$ cat config.mk
export PLATFORM = sky130hd
export DESIGN_NAME = uart_tx_rx_ring_buffers_unit
export DESIGN_NICKNAME = d
export VERILOG_FILES = /design/src/rtl/utrb_pkg.sv /design/src/rtl/utrb_ram.sv /design/src/rtl/utrb_ctrl.sv /design/src/rtl/uart_tx_rx_ring_buffers_unit.sv
export SDC_FILE = /design/constraint.sdc
export NUM_CORES = 2
export LEC_CHECK = 0
export BUFFER_PORTS_ARGS = -buffer_cell sky130_fd_sc_hd__buf_2
export CAP_MARGIN = 5
export CORE_AREA = 2 2 487 489
export DETAILED_ROUTE_END_ITERATION = 10
export DIE_AREA = 0 0 489 491
export GPL_TIMING_DRIVEN = 0
export HOLD_SLACK_MARGIN = 0.03
export PLACE_DENSITY_LB_ADDON = 0.1
export RECOVER_POWER = 50
export SLEW_MARGIN = 10
export SYNTH_ARGS = -nofsm -noshare
export SYNTH_HDL_FRONTEND = slang
export SYNTH_SLANG_ARGS = --single-unit
export TNS_END_PERCENT = 50
$ cat constraint.sdc
create_clock -name i_clk -period 9.2 [get_ports i_clk]
set_clock_uncertainty 0.2 [all_clocks]
set_input_delay 2.3 -clock i_clk [delete_from_list [all_inputs] [get_ports i_clk]]
set_output_delay 2.3 -clock i_clk [all_outputs]
set_load 0.01 [all_outputs]
$ cat src/rtl/utrb_pkg.sv
// utrb_pkg: shared types, constants and helpers for the uart ring buffer pair
// used by utrb_ctrl and uart_tx_rx_ring_buffers_unit; no dependencies
`default_nettype none

package utrb_pkg;

    // ring sizes
    localparam int unsigned TX_DEPTH = 32;
    localparam int unsigned RX_DEPTH = 256;

    // data width, and widths derived from the ring sizes
    localparam int unsigned DATA_W   = 8;
    localparam int unsigned TX_PTR_W = $clog2(TX_DEPTH);
    localparam int unsigned RX_PTR_W = $clog2(RX_DEPTH);
    localparam int unsigned TX_CNT_W = $clog2(TX_DEPTH + 1);
    localparam int unsigned RX_CNT_W = $clog2(RX_DEPTH);

    // widths of the reported fill levels
    localparam int unsigned RX_COUNT_OUT_W = 8;
    localparam int unsigned TX_COUNT_OUT_W = 6;

    // receive fill level at which a request code is looked for
    localparam int unsigned REQ_COUNT = 5;

    // request codes
    localparam logic [DATA_W-1:0] REQ_CODE_A = 8'h80;
    localparam logic [DATA_W-1:0] REQ_CODE_B = 8'h82;
    localparam logic [DATA_W-1:0] REQ_CODE_C = 8'h90;
    localparam logic [DATA_W-1:0] REQ_CODE_D = 8'h92;
    localparam logic [DATA_W-1:0] REQ_CODE_E = 8'h32;

    typedef enum logic [1:0] {
        CMD_RX_BYTE    = 2'd0,
        CMD_TX_READY   = 2'd1,
        CMD_HOST_WRITE = 2'd2,
        CMD_HOST_READ  = 2'd3
    } t_cmd;

    typedef enum logic {
        ST_IDLE = 1'b0,
        ST_EXEC = 1'b1
    } t_state;

    // one result word plus its strobe
    typedef struct packed {
        logic                      done;
        logic                      accepted;
        logic [DATA_W-1:0]         read_byte;
        logic                      read_valid;
        logic [DATA_W-1:0]         line_byte;
        logic                      line_valid;
        logic                      rx_overflow;
        logic                      echo_lost;
        logic                      request_detected;
        logic [RX_COUNT_OUT_W-1:0] rx_count;
        logic [TX_COUNT_OUT_W-1:0] tx_count;
    } t_result;

    // request to the transmit ring memory
    typedef struct packed {
        logic                we;
        logic [TX_PTR_W-1:0] waddr;
        logic [DATA_W-1:0]   wdata;
        logic                re;
        logic [TX_PTR_W-1:0] raddr;
    } t_tx_mem_req;

    // request to the receive ring memory
    typedef struct packed {
        logic                we;
        logic [RX_PTR_W-1:0] waddr;
        logic [DATA_W-1:0]   wdata;
        logic                re;
        logic [RX_PTR_W-1:0] raddr;
    } t_rx_mem_req;

    function automatic logic is_request_code(input logic [DATA_W-1:0] b);
        return (b == REQ_CODE_A) || (b == REQ_CODE_B) || (b == REQ_CODE_C) ||
               (b == REQ_CODE_D) || (b == REQ_CODE_E);
    endfunction

    function automatic logic [TX_PTR_W-1:0] tx_next_pos(input logic [TX_PTR_W-1:0] pos);
        return (pos == TX_PTR_W'(TX_DEPTH - 1)) ? '0 : pos + 1'b1;
    endfunction

    function automatic logic [RX_PTR_W-1:0] rx_next_pos(input logic [RX_PTR_W-1:0] pos);
        return (pos == RX_PTR_W'(RX_DEPTH - 1)) ? '0 : pos + 1'b1;
    endfunction

endpackage

`default_nettype wire

$ cat src/rtl/utrb_ram.sv
// utrb_ram: generic single-port-write, single-port-read synchronous ram
// read data registered; no dependencies
`default_nettype none

module utrb_ram #(
    parameter int unsigned WIDTH = 8,
    parameter int unsigned DEPTH = 32,
    localparam int unsigned AW   = $clog2(DEPTH)
) (
    input  wire logic             i_clk,
    input  wire logic             i_we,
    input  wire logic [AW-1:0]    i_waddr,
    input  wire logic [WIDTH-1:0] i_wdata,
    input  wire logic             i_re,
    input  wire logic [AW-1:0]    i_raddr,
    output logic      [WIDTH-1:0] o_rdata
);

    logic [WIDTH-1:0] r_mem [DEPTH];
    logic [WIDTH-1:0] r_rdata;

    // write port
    always_ff @(posedge i_clk) begin
        if (i_we) begin
            r_mem[i_waddr] <= i_wdata;
        end
    end

    // registered read port
    always_ff @(posedge i_clk) begin
        if (i_re) begin
            r_rdata <= r_mem[i_raddr];
        end
    end

    assign o_rdata = r_rdata;

endmodule

`default_nettype wire

$ cat src/rtl/utrb_ctrl.sv
// utrb_ctrl: command sequencer, ring pointers and fill counters
// drives both ring memories; depends on utrb_pkg
`default_nettype none

module utrb_ctrl (
    input  wire logic                          i_clk,
    input  wire logic                          i_rst_n,
    input  wire logic                          start,
    output logic                               busy,
    input  wire logic [1:0]                    i_command,
    input  wire logic [utrb_pkg::DATA_W-1:0]   i_data_byte,
    input  wire logic                          i_cfg_we,
    input  wire logic                          i_cfg_data,
    output utrb_pkg::t_tx_mem_req              o_tx_req,
    input  wire logic [utrb_pkg::DATA_W-1:0]   i_tx_rdata,
    output utrb_pkg::t_rx_mem_req              o_rx_req,
    input  wire logic [utrb_pkg::DATA_W-1:0]   i_rx_rdata,
    output utrb_pkg::t_result                  o_res
);

    utrb_pkg::t_state r_state, n_state;
    utrb_pkg::t_cmd   r_cmd;
    logic [utrb_pkg::DATA_W-1:0] r_data;
    logic r_echo_enable;

    logic [utrb_pkg::TX_PTR_W-1:0] r_tx_rd_pos, n_tx_rd_pos;
    logic [utrb_pkg::TX_PTR_W-1:0] r_tx_wr_pos, n_tx_wr_pos;
    logic [utrb_pkg::TX_CNT_W-1:0] r_tx_fill, n_tx_fill;
    logic [utrb_pkg::RX_PTR_W-1:0] r_rx_rd_pos, n_rx_rd_pos;
    logic [utrb_pkg::RX_PTR_W-1:0] r_rx_wr_pos, n_rx_wr_pos;
    logic [utrb_pkg::RX_CNT_W-1:0] r_rx_fill, n_rx_fill;

    utrb_pkg::t_result r_res, n_res;

    logic w_accept;
    logic w_exec;
    logic w_tx_full, w_tx_empty, w_rx_full, w_rx_empty;

    assign w_accept = start && (r_state == utrb_pkg::ST_IDLE);
    assign w_exec   = (r_state == utrb_pkg::ST_EXEC);
    assign busy     = w_exec;

    // state register
    always_ff @(posedge i_clk) begin
        if (!i_rst_n) begin
            r_state <= utrb_pkg::ST_IDLE;
        end else begin
            r_state <= n_state;
        end
    end

    // next state: idle to execute on start, then back to idle
    always_comb begin
        n_state = r_state;
        unique case (r_state)
            utrb_pkg::ST_IDLE: begin
                if (start) begin
                    n_state = utrb_pkg::ST_EXEC;
                end
            end
            utrb_pkg::ST_EXEC: begin
                n_state = utrb_pkg::ST_IDLE;
            end
        endcase
    end

    // capture the command word
    always_ff @(posedge i_clk) begin
        if (w_accept) begin
            r_cmd  <= utrb_pkg::t_cmd'(i_command);
            r_data <= i_data_byte;
        end
    end

    // echo enable register
    always_ff @(posedge i_clk) begin
        if (!i_rst_n) begin
            r_echo_enable <= 1'b0;
        end else if (i_cfg_we) begin
            r_echo_enable <= i_cfg_data;
        end
    end

    // ring status
    assign w_tx_full  = (r_tx_fill == utrb_pkg::TX_CNT_W'(utrb_pkg::TX_DEPTH));
    assign w_tx_empty = (r_tx_fill == '0);
    assign w_rx_full  = (r_rx_fill == utrb_pkg::RX_CNT_W'(utrb_pkg::RX_DEPTH - 1));
    assign w_rx_empty = (r_rx_fill == '0);

    // execute: pointer and fill update, memory writes, result word
    always_comb begin
        n_tx_rd_pos = r_tx_rd_pos;
        n_tx_wr_pos = r_tx_wr_pos;
        n_tx_fill   = r_tx_fill;
        n_rx_rd_pos = r_rx_rd_pos;
        n_rx_wr_pos = r_rx_wr_pos;
        n_rx_fill   = r_rx_fill;

        // heads of both rings are read at the accept edge
        o_tx_req.re    = w_accept;
        o_tx_req.raddr = r_tx_rd_pos;
        o_rx_req.re    = w_accept;
        o_rx_req.raddr = r_rx_rd_pos;

        o_tx_req.we    = 1'b0;
        o_tx_req.waddr = r_tx_wr_pos;
        o_tx_req.wdata = r_data;
        o_rx_req.we    = 1'b0;
        o_rx_req.waddr = r_rx_wr_pos;
        o_rx_req.wdata = r_data;

        n_res      = '0;
        n_res.done = w_exec;

        if (w_exec) begin
            unique case (r_cmd)
                utrb_pkg::CMD_RX_BYTE: begin
                    if (!w_rx_full) begin
                        o_rx_req.we    = 1'b1;
                        n_rx_wr_pos    = utrb_pkg::rx_next_pos(r_rx_wr_pos);
                        n_rx_fill      = r_rx_fill + 1'b1;
                        n_res.accepted = 1'b1;
                    end else begin
                        n_res.rx_overflow = 1'b1;
                    end
                    n_res.request_detected =
                        (n_rx_fill == utrb_pkg::RX_CNT_W'(utrb_pkg::REQ_COUNT)) &&
                        utrb_pkg::is_request_code(r_data);
                end
                utrb_pkg::CMD_TX_READY: begin
                    if (!w_tx_empty) begin
                        n_tx_rd_pos      = utrb_pkg::tx_next_pos(r_tx_rd_pos);
                        n_tx_fill        = r_tx_fill - 1'b1;
                        n_res.line_byte  = i_tx_rdata;
                        n_res.line_valid = 1'b1;
                        n_res.accepted   = 1'b1;
                    end
                end
                utrb_pkg::CMD_HOST_WRITE: begin
                    if (!w_tx_full) begin
                        o_tx_req.we    = 1'b1;
                        n_tx_wr_pos    = utrb_pkg::tx_next_pos(r_tx_wr_pos);
                        n_tx_fill      = r_tx_fill + 1'b1;
                        n_res.accepted = 1'b1;
                    end
                end
                utrb_pkg::CMD_HOST_READ: begin
                    if (!w_rx_empty) begin
                        n_rx_rd_pos      = utrb_pkg::rx_next_pos(r_rx_rd_pos);
                        n_rx_fill        = r_rx_fill - 1'b1;
                        n_res.read_byte  = i_rx_rdata;
                        n_res.read_valid = 1'b1;
                        n_res.accepted   = 1'b1;
                        // echo the popped byte into the transmit ring
                        if (r_echo_enable) begin
                            if (!w_tx_full) begin
                                o_tx_req.we    = 1'b1;
                                o_tx_req.wdata = i_rx_rdata;
                                n_tx_wr_pos    = utrb_pkg::tx_next_pos(r_tx_wr_pos);
                                n_tx_fill      = r_tx_fill + 1'b1;
                            end else begin
                                n_res.echo_lost = 1'b1;
                            end
                        end
                    end
                end
            endcase
        end

        n_res.rx_count = utrb_pkg::RX_COUNT_OUT_W'(n_rx_fill);
        n_res.tx_count = utrb_pkg::TX_COUNT_OUT_W'(n_tx_fill);
    end

    // pointers, fill counters and result register
    always_ff @(posedge i_clk) begin
        if (!i_rst_n) begin
            r_tx_rd_pos <= '0;
            r_tx_wr_pos <= '0;
            r_tx_fill   <= '0;
            r_rx_rd_pos <= '0;
            r_rx_wr_pos <= '0;
            r_rx_fill   <= '0;
            r_res       <= '0;
        end else begin
            r_tx_rd_pos <= n_tx_rd_pos;
            r_tx_wr_pos <= n_tx_wr_pos;
            r_tx_fill   <= n_tx_fill;
            r_rx_rd_pos <= n_rx_rd_pos;
            r_rx_wr_pos <= n_rx_wr_pos;
            r_rx_fill   <= n_rx_fill;
            r_res       <= n_res;
        end
    end

    assign o_res = r_res;

endmodule

`default_nettype wire

$ cat src/rtl/uart_tx_rx_ring_buffers_unit.sv
// uart_tx_rx_ring_buffers_unit: top level of the uart transmit/receive ring pair
// depends on utrb_pkg, utrb_ctrl and utrb_ram
//
// usage
//   command channel: a word (i_command, i_data_byte) is taken at a rising edge
//   with start high and busy low. commands: byte received, transmitter ready,
//   host write, host read.
//   result channel: o_done is high for exactly one cycle with the result word
//   on the o_ ports; the receiver cannot hold it off and must take it then.
//   configuration: i_cfg_we writes i_cfg_data into echo enable at a rising edge.
// sequence
//   the ring heads are read from memory at the accept edge; busy is high in
//   the execute state that follows, in which pointers, fill counts and ring
//   writes are updated and the result word is registered with its strobe.
//   no new word is taken while busy, so a word is finished before the next
//   one is taken.
// reset
//   synchronous, active low: pointers, fill counts, echo enable and the
//   strobe are cleared; ring contents are left as they are, no clearing pass.
`default_nettype none

module uart_tx_rx_ring_buffers_unit (
    input  wire logic       i_clk,
    input  wire logic       i_rst_n,
    input  wire logic       start,
    output logic            busy,
    input  wire logic [1:0] i_command,
    input  wire logic [7:0] i_data_byte,
    input  wire logic       i_cfg_we,
    input  wire logic       i_cfg_data,
    output logic            o_done,
    output logic            o_accepted,
    output logic [7:0]      o_read_byte,
    output logic            o_read_valid,
    output logic [7:0]      o_line_byte,
    output logic            o_line_valid,
    output logic            o_rx_overflow,
    output logic            o_echo_lost,
    output logic            o_request_detected,
    output logic [7:0]      o_rx_count,
    output logic [5:0]      o_tx_count
);

    utrb_pkg::t_tx_mem_req w_tx_req;
    utrb_pkg::t_rx_mem_req w_rx_req;
    logic [utrb_pkg::DATA_W-1:0] w_tx_rdata;
    logic [utrb_pkg::DATA_W-1:0] w_rx_rdata;
    utrb_pkg::t_result w_res;

    // sequencer
    utrb_ctrl u_ctrl (
        .i_clk       (i_clk),
        .i_rst_n     (i_rst_n),
        .start       (start),
        .busy        (busy),
        .i_command   (i_command),
        .i_data_byte (i_data_byte),
        .i_cfg_we    (i_cfg_we),
        .i_cfg_data  (i_cfg_data),
        .o_tx_req    (w_tx_req),
        .i_tx_rdata  (w_tx_rdata),
        .o_rx_req    (w_rx_req),
        .i_rx_rdata  (w_rx_rdata),
        .o_res       (w_res)
    );

    // transmit ring storage
    utrb_ram #(
        .WIDTH (utrb_pkg::DATA_W),
        .DEPTH (utrb_pkg::TX_DEPTH)
    ) u_tx_ram (
        .i_clk   (i_clk),
        .i_we    (w_tx_req.we),
        .i_waddr (w_tx_req.waddr),
        .i_wdata (w_tx_req.wdata),
        .i_re    (w_tx_req.re),
        .i_raddr (w_tx_req.raddr),
        .o_rdata (w_tx_rdata)
    );

    // receive ring storage
    utrb_ram #(
        .WIDTH (utrb_pkg::DATA_W),
        .DEPTH (utrb_pkg::RX_DEPTH)
    ) u_rx_ram (
        .i_clk   (i_clk),
        .i_we    (w_rx_req.we),
        .i_waddr (w_rx_req.waddr),
        .i_wdata (w_rx_req.wdata),
        .i_re    (w_rx_req.re),
        .i_raddr (w_rx_req.raddr),
        .o_rdata (w_rx_rdata)
    );

    // unpack the result word
    assign o_done             = w_res.done;
    assign o_accepted         = w_res.accepted;
    assign o_read_byte        = w_res.read_byte;
    assign o_read_valid       = w_res.read_valid;
    assign o_line_byte        = w_res.line_byte;
    assign o_line_valid       = w_res.line_valid;
    assign o_rx_overflow      = w_res.rx_overflow;
    assign o_echo_lost        = w_res.echo_lost;
    assign o_request_detected = w_res.request_detected;
    assign o_rx_count         = w_res.rx_count;
    assign o_tx_count         = w_res.tx_count;

endmodule

`default_nettype wire

==> flow_summary.json <==
{
  "layout.cells.non_filler": 8338,
  "maxCapViolations": 7,
  "p_switching_mw": 4.74,
  "post-route-min-period_ps": 6520,
  "pin_count": 53,
  "ys_warn_count": 0,
  "placed_cell_area_um2": 100000,
  "drtAntennaViolNets": 0,
  "worst-path-max-fanout": 32,
  "ys.flop_type": "edfxtp_1",
  "synth_nets": 4557,
  "synth.most_common_cell": "edfxtp_1",
  "r2r-start": "u_ctrl.r_rx_fill[0]$_SDFFE_PN0P_",
  "fmax_mhz": 153,
  "dp.cells": 7852,
  "die_h_um": 491,
  "reg2reg_slack_ps": 2680,
  "vias": 53100,
  "ir_drop_mv": 0.140,
  "drtPass1Iterations": 8,
  "root_buffer": "clkbuf_16",
  "end_kind": "flip-flop",
  "synth.distinct_cells": 81,
  "drc": 0,
  "grt_pass1_wl_mm": 480,
  "intPower_mw": 17.9,
  "routed_wl_mm": 370,
  "synth_sequential_area_ratio_pct": 76.3,
  "grt_pass1_vias": 49800,
  "relSlewSlack_pct": -159,
  "row_count": 178,
  "place_hpwl_mm": 247,
  "core-area_um2": 235000,
  "nFillCells": 19900,
  "arrival_ps": 6460,
  "clkSinkCount": 2395,
  "drtIter0Drc": 9291,
  "hold_viol": 0,
  "synth.top_cell.area_share_pct": 74.9,
  "portBuffers": 51,
  "finalSetupViolCount": 0,
  "overflow": 0,
  "synth_edf_count": 2330,
  "fin_area_um2": 107000,
  "worstPathRequired_ps": 9140,
  "ys_ff_latch": 2395,
  "crit_end": "u_tx_ram.r_mem[29][7]$_DFFE_PP_",
  "viasPerCell": 6.36,
  "nets": 5010,
  "htreeDepth": 5,
  "cp-start-kind": "flip-flop",
  "rsz0062_at_grt": "false",
  "grt_antenna_before_repair": 38,
  "clockBufferDepth": 4,
  "worstSetupStartpoint": "u_ctrl.r_rx_fill[0]$_SDFFE_PN0P_",
  "synthTopCellsByCount": "edfxtp_1, mux4_2, nor2_1, mux2i_1, clkbuf_1",
  "cts_buffers": 276,
  "tightest_slew_ps": 3840,
  "slew_viol_final": 112,
  "rr_endpoint": "u_tx_ram.r_mem[29][7]$_DFFE_PP_",
  "p_comb_share_pct": 1.7,
  "leakage_nw": 32.1,
  "grt_use_total_pct": 30.6,
  "area_delta_synth_final_pct": 14.4,
  "yosys-top-cells-area": "edfxtp_1, mux4_2, mux2i_1",
  "syn_area_per_cell_um2": 20.6,
  "fin_crit_sh_pct": 70.9,
  "drive_gt1_share_pct": 23.1,
  "hold_class": "reg2reg",
  "gp_congestion": 0.963,
  "crit_type": "reg2reg",
  "p_per_area_nw_per_um2": 212,
  "cts_resized": 0,
  "status": "finished, violations left",
  "violations": "capacitance limit, slew limit",
  "grt_max_degree": 33,
  "cts.clk_slew.worst_paths_ps": 60,
  "tritoncts": "done",
  "avgRoutedWirePerCell_um": 44.4,
  "clkPwrFrac_pct": 45.4,
  "clock_latency_ps": 950,
  "switching_share_pct": 20.9,
  "async_flop_share_pct": 0,
  "synthesis.area_um2": 93400,
  "syn_inst": 4527,
  "postCtsSetupBuffers": 0,
  "die_area_um2": 240000,
  "pwr-share-seq_pct": 52.9,
  "hold_path.startpoint": "u_tx_ram.o_rdata[3]$_DFFE_PP_",
  "initial_utilization_pct": 39.8,
  "die_w_um": 489,
  "reg2reg_depth": 8,
  "yosysTopAreaCell": "edfxtp_1",
  "hold_buffers": 0
}
-- worst min-delay path by stage --
stage / endpoint / cells after the start / slack, ps
finish: u_ctrl.o_res[21]$_SDFF_PP0_ / 1 / 270
global route: u_ctrl.o_res[18]$_SDFF_PP0_ / 1 / 310
detailed placement: u_ctrl.o_res[21]$_SDFF_PP0_ / 1 / 260
CTS: u_ctrl.o_res[21]$_SDFF_PP0_ / 1 / 270
global placement: u_ctrl.o_res[21]$_SDFF_PP0_ / 1 / 270
floorplan: u_ctrl.o_res[18]$_SDFF_PP0_ / 1 / 250
-- kinds of logic after synthesis --
kind of cell	Yosys count	synth area share [%]
simple gates	656	3.12
buf+inv	282	1.75
compound gates	415	3.15
flops	2395	76.3
xor+xnor	21	0.197
fa+ha+maj	15	0.201
mux	743	15.3
-- cell usage in the layout, fill, tap and decap left out, types with 22 or more instances in the layout --
master	count
clkinv_1	46
edfxtp_1	2330
buf_6	33
a221oi_1	42
nand3_1	39
mux4_2	543
buf_2	117
dfxtp_1	65
clkinv_2	27
and3_1	25
nand2_1	118
clkbuf_16	282
clkbuf_1	250
o21ai_0	60
nor2_1	344
mux2i_1	178
diode_2	22
a22oi_1	60
clkbuf_2	57
buf_4	22
a21oi_1	81
-- through the flow --
step                      utilization [%]  hold WS [ps]  setup TNS [ps]  setup slack [ps]  total power, mW
after floorplan                         -           251               0              3560             12.4
after global placement               41.6           267          -91240             -2840             12.7
after detailed placement             42.8           259               0              3180             12.7
after CTS                            46.3           272               0              3150             22.8
after global routing                 45.5           307               0              2380             23.2
final                                45.6           272               0              2680             22.7
-- per-layer routing --
metal	GRT usage, %	vias up	part of all wire (%)
li1	-	19700	-
met1	43.0	28700	39
met2	43.9	3845	43
met3	8.38	839	12
met4	14.7	10	5.7
met5	0	-	0.019
-- sequential cells by signal, summed over array words and instances (netlist names) --
signal	cells
u_ctrl.r_echo_enable	1
u_ctrl.r_tx_rd_pos	5
u_ctrl.busy	1
u_tx_ram.o_rdata	8
u_ctrl.r_rx_fill	8
u_rx_ram.o_rdata	8
u_ctrl.o_res	23
u_ctrl.r_rx_rd_pos	8
u_rx_ram.r_mem	2048
u_tx_ram.r_mem	256
u_ctrl.r_cmd	2
u_ctrl.r_tx_wr_pos	5
u_ctrl.r_tx_fill	6
u_ctrl.r_rx_wr_pos	8
u_ctrl.r_data	8
-- power by group through the flow --
| stage | Combinational, mW | Clock [mW] | Sequential (mW) |
|---|---|---|---|
| 2_1_floorplan | 0.113 | 0 | 12.3 |
| 3_3_place_gp | 0.209 | 0 | 12.5 |
| 3_5_place_dp | 0.492 | 0 | 12.2 |
| 4_1_cts | 0.493 | 10.3 | 12.0 |
| 5_1_grt | 0.409 | 10.7 | 12.0 |
| 6_report | 0.395 | 10.3 | 12.0 |
-- critical path, cell delays in order, from the launching register on --
cell	delay, ps
dfxtp_1	390
inv_1	120
ha_1	200
nor4b_1	530
a21oi_1	610
and2_0	310
clkbuf_1	170
clkbuf_1	290
o21ai_0	2890
-- layout make-up --
class	instances	area, µm²	share of cell area (%)
Antenna cell	22	55.1	0.0515
Inverter	17	63.8	0.0597
Timing Repair Buffer	175	1210	1.14
Clock inverter	96	714	0.669
Clock buffer	368	7440	6.96
Multi-Input combinational cell	1850	20500	19.2
Buffer	265	1650	1.54
Tap cell	3150	3940	3.69
Sequential cell	2395	71300	66.7
(Power assumes the default switching activity.)
